$ cat src/hdl/optacc_ram.sv
// Generic simple dual-port RAM with one write port and one registered read port.
// Depends on nothing. Used for the A column buffer and the tile accumulators.
module optacc_ram #(
	parameter int WIDTH = 16,
	parameter int DEPTH = 64,
	parameter int AW    = (DEPTH > 1) ? $clog2(DEPTH) : 1
) (
	input  logic             clk,
	input  logic             we,
	input  logic [AW-1:0]    waddr,
	input  logic [WIDTH-1:0] wdata,
	input  logic             re,
	input  logic [AW-1:0]    raddr,
	output logic [WIDTH-1:0] rdata
);

	logic [WIDTH-1:0] mem_q [DEPTH];

	// Write port.
	always_ff @(posedge clk) begin
		if (we) begin
			mem_q[waddr] <= wdata;
		end
	end

	// Registered read port; the data holds while re is low.
	always_ff @(posedge clk) begin
		if (re) begin
			rdata <= mem_q[raddr];
		end
	end

endmodule
$ cat config.mk
export PLATFORM = sky130hd
export DESIGN_NAME = optacc_ram
export DESIGN_NICKNAME = d
export VERILOG_FILES = /design/src/hdl/optacc_ram.sv
export SDC_FILE = /design/constraint.sdc
export NUM_CORES = 1
export LEC_CHECK = 0
export ABC_AREA = 0
export BUFFER_PORTS_ARGS = -buffer_cell sky130_fd_sc_hd__buf_2
export CORE_ASPECT_RATIO = 1.4
export CORE_MARGIN = 5
export CORE_UTILIZATION = 30
export CTS_BUF_LIST = sky130_fd_sc_hd__clkbuf_8 sky130_fd_sc_hd__clkbuf_16
export DETAILED_ROUTE_END_ITERATION = 10
export PLACE_DENSITY = 0.45
export SYNTH_ARGS = -nofsm -noshare
export SYNTH_HDL_FRONTEND = slang
export SYNTH_SLANG_ARGS = --single-unit
export TNS_END_PERCENT = 30
$ cat constraint.sdc
create_clock -name clk -period 3.7 [get_ports clk]
set_input_delay 0.74 -clock clk [delete_from_list [all_inputs] [get_ports clk]]
set_output_delay 0.74 -clock clk [all_outputs]
set_load 0.005 [all_outputs]
==> implementation parameters <==
Parameter                              Value

Setup path
  Endpoint class of the critical path    flip-flop
  Category of the critical setup timing path    input port to flip-flop
  Endpoint arrival time on the critical path    roughly 3.3 ns
  Data required time of the critical path    between 4 and 5 ns
  Startpoint class of the critical path    input port
  Crit path max fanout    between 50 and 60

Die
  Vert. Die Dim    around 440 um
  FP Rows    about 160
  I/O pin total    47
  Die Span X    approximately 320 um
  Initial Util    0.3007
  Die footprint    141500 sq um
  Core Box Area    around 130000 sq um

Logic synthesis
  Library cell occupying the most area in the post-synthesis netlist    edfxtp_1
  Post-synthesis area per instance    21.98 sq um
  Number of storage elements in the synthesis netlist    between 1000 and 1500
  Number of warnings reported in the yosys synthesis log    0
  Combined area of all synthesized cells    approximately 40000 sq um
  Area share of the leading cell type in the synthesized netlist    0.7768
  Sequential share of the synthesized area    0.7768
  Async set-or-reset flop fraction in the synthesized netlist    0
  Synthesized netlist net count    roughly 1900
  Top cells by instance count after synthesis    1040 x edfxtp_1, 220 x mux4_2, 85 x mux2i_1
  Post-synth top flop    edfxtp_1
  Cell with the most instances after synthesis    edfxtp_1
  Post-Synthesis Cells    between 1500 and 2000
  Number of enable flip-flop cells after synthesis    about 1000
  Distinct cell type count after synthesis    between 40 and 50
  Area contributors post-synth    edfxtp_1 78%, mux4_2 12%, mux2i_1 2.1%

STA
  Period Utilization, post-route    0.7790
  Max-slew violation total from the final report    0
  Setup-violating endpoint count in the final report    0
  Maximum clock rate    0.3470 GHz
  TNS Setup    0 ns
  Final Hold Vio Count    0
  Relative slew slack    0.1578
  Post-route clock skew    around 0.027 ns
  Post-layout min period    slightly below 3 ns
  RSZ-0062 raised after global routing    false
  Slew at the pin closest to its max-slew limit    ~1.3 ns
  Setup ws final    slightly above 0.8 ns

CTS
  Post-CTS setup buffer count    0
  Clock slew at the register clock pins of the worst setup and hold paths    roughly 0.060 ns
  Level count of the clock H-tree    3
  Number of buffers between clock root and the deepest sink    3
  Hold buffer count at cts    0
  Total of cells resized after clock tree synthesis    0
  Root buffer cell    clkbuf_16
  CTS tree    built
  CTS sink count    ~1000
  TritonCTS buffer count    96
  Clk Latency, worst-skew pair    about 0.69 ns

Routing
  Via count    19310
  Total routed wirelength    109.8 mm
  Routed length per instance    between 20 and 30 um
  Count of routing violations after the opening detailed-route iteration    approximately 1700
  Routed vias/inst    a little under 5
  Antenna viol nets, final    0
  Detailed Routing Iterations Pass 1    5
  Number of remaining DRC errors    0

Global route
  Via count of the first global-routing pass    20280
  Wire length of the first global-routing pass    around 160 mm
  Total overflow reported by the global router    0
  Maximum number of pins on one net before global-route repair    65
  Initial antenna violation count    9
  Gr usage total    0.1533

Job
  Number of max-cap violations    0

Placed design
  Weighted congestion at the end of routability-driven global placement    0.7840
  HPWL after detailed placement    ~70 mm
  Count of input and output buffers    46
  Setup WS pre-CTS    about 0.17 ns

Power and ir drop
  Leakage dissipation    around 15 nW
  Total power per unit cell area    approximately 520 nW/um^2
  Worst supply voltage drop on vdd    approximately 0.37 mV

Layout
  Layout cell share with drive strength beyond 1    0.3001
  NumNets Final    2103
  P&R area growth vs syn    16.32%

Outcome
  Result of the run    complete, no violations

Worst hold path
  Type of the worst min-delay path    input port to flip-flop
[worst paths after layout]
path	endpoint	slack (ns)	cells after the start	from
worst max-delay path	rdata[12]	0.82	7	raddr[2]
worst min register to register	rdata[2]	0.96	4	mem_q[39][2]
worst max register to register	rdata[3]	1.47	5	mem_q[28][3]
worst min-delay path	rdata[15]	0.59	1	re
[sequential cells by signal (all words and copies together) (netlist names)]
name,cells
rdata,16
mem_q,1024
[stage by stage]
step                instances  hold WS [ns]    util  instance area, sq um  total power, mW
finish                   3922        0.5857  0.3498                 46760            24.34
global route             3920        0.5470  0.3498                 46760            25.18
CTS                      3920        0.5304  0.3498                 46760            24.65
detailed placement       3745        0.9497  0.3265                 43650            14.73
global placement         3745        0.9391  0.3265                 43650            14.70
floorplan                1829        0.8280       -                 40200            14.01
[worst max-delay path: stages]
cell	delay [ns]
buf_8	0.38
nor2b_1	0.47
buf_4	0.24
a22oi_1	0.09
a41oi_1	0.34
o21ai_0	0.51
and4_1	0.40
[kinds of logic (layout without fill, tap and decap cells)]
group	after synthesis	after routing	share of synthesized area
flops	1040	1040	0.7768
mux	336	336	0.1546
simple gates	220	220	0.02636
compound gates	129	129	0.02400
buf+inv	104	424	0.01824
other cells	0	2	0
[report_power, final]
part           switching (mW)  leakage (nW)  internal [mW]
registers              0.0315          9.37           13.1
clock network            4.34          1.59           5.57
logic                   0.831          3.87          0.500
total                    5.20          14.8           19.1
[area by class of cell]
cell class,instances,area [sq um]
antenna,2,5.005
timing repair buffer,249,1956
clock inverter,77,654.4
fill,12520,86920
sequential,1040,31230
clock buffer,98,2452
multi-input combinational,685,8252
tap,1771,2216
[cell usage in the layout, fill, tap and decap left out, types with 3 or more instances in the layout]
master      Yosys  final
edfxtp_1     1040   1040
mux4_2        220    220
buf_4          13    189
clkbuf_16       0     98
mux2i_1        85     85
nor2_1         72     72
nand2_1        59     59
buf_2          36     43
a22oi_1        39     39
nor2b_1        30     29
mux2_2         27     27
nand3_1        24     24
clkinv_2        0     20
clkinv_1        0     19
a21oi_1        17     17
inv_1           0     17
a221oi_1       16     16
buf_12          5     14
nand4_1        12     12
bufinv_16       0     11
a211o_1         8      8
a31oi_1         8      8
a211oi_1        8      8
a311oi_1        8      8
a22o_1          6      6
a221o_1         6      6
a41oi_1         5      5
o21ai_0         5      5
and4_1          5      5
clkinvlp_4      0      5
mux4_1          4      4
inv_6           0      4
nand2b_1        3      3
o21ai_1         3      3
nor4_2          3      3
[per-layer routing]
metal / vias up / GRT usage / part of all wire
met4: 10 / 0.04626 / 0.028
met2: 396 / 0.2770 / 0.53
li1: 8177 / - / -
met1: 10590 / 0.1908 / 0.40
met5: - / 0 / 0.00056
met3: 134 / 0.02211 / 0.038
(Power assumes the default switching activity.)
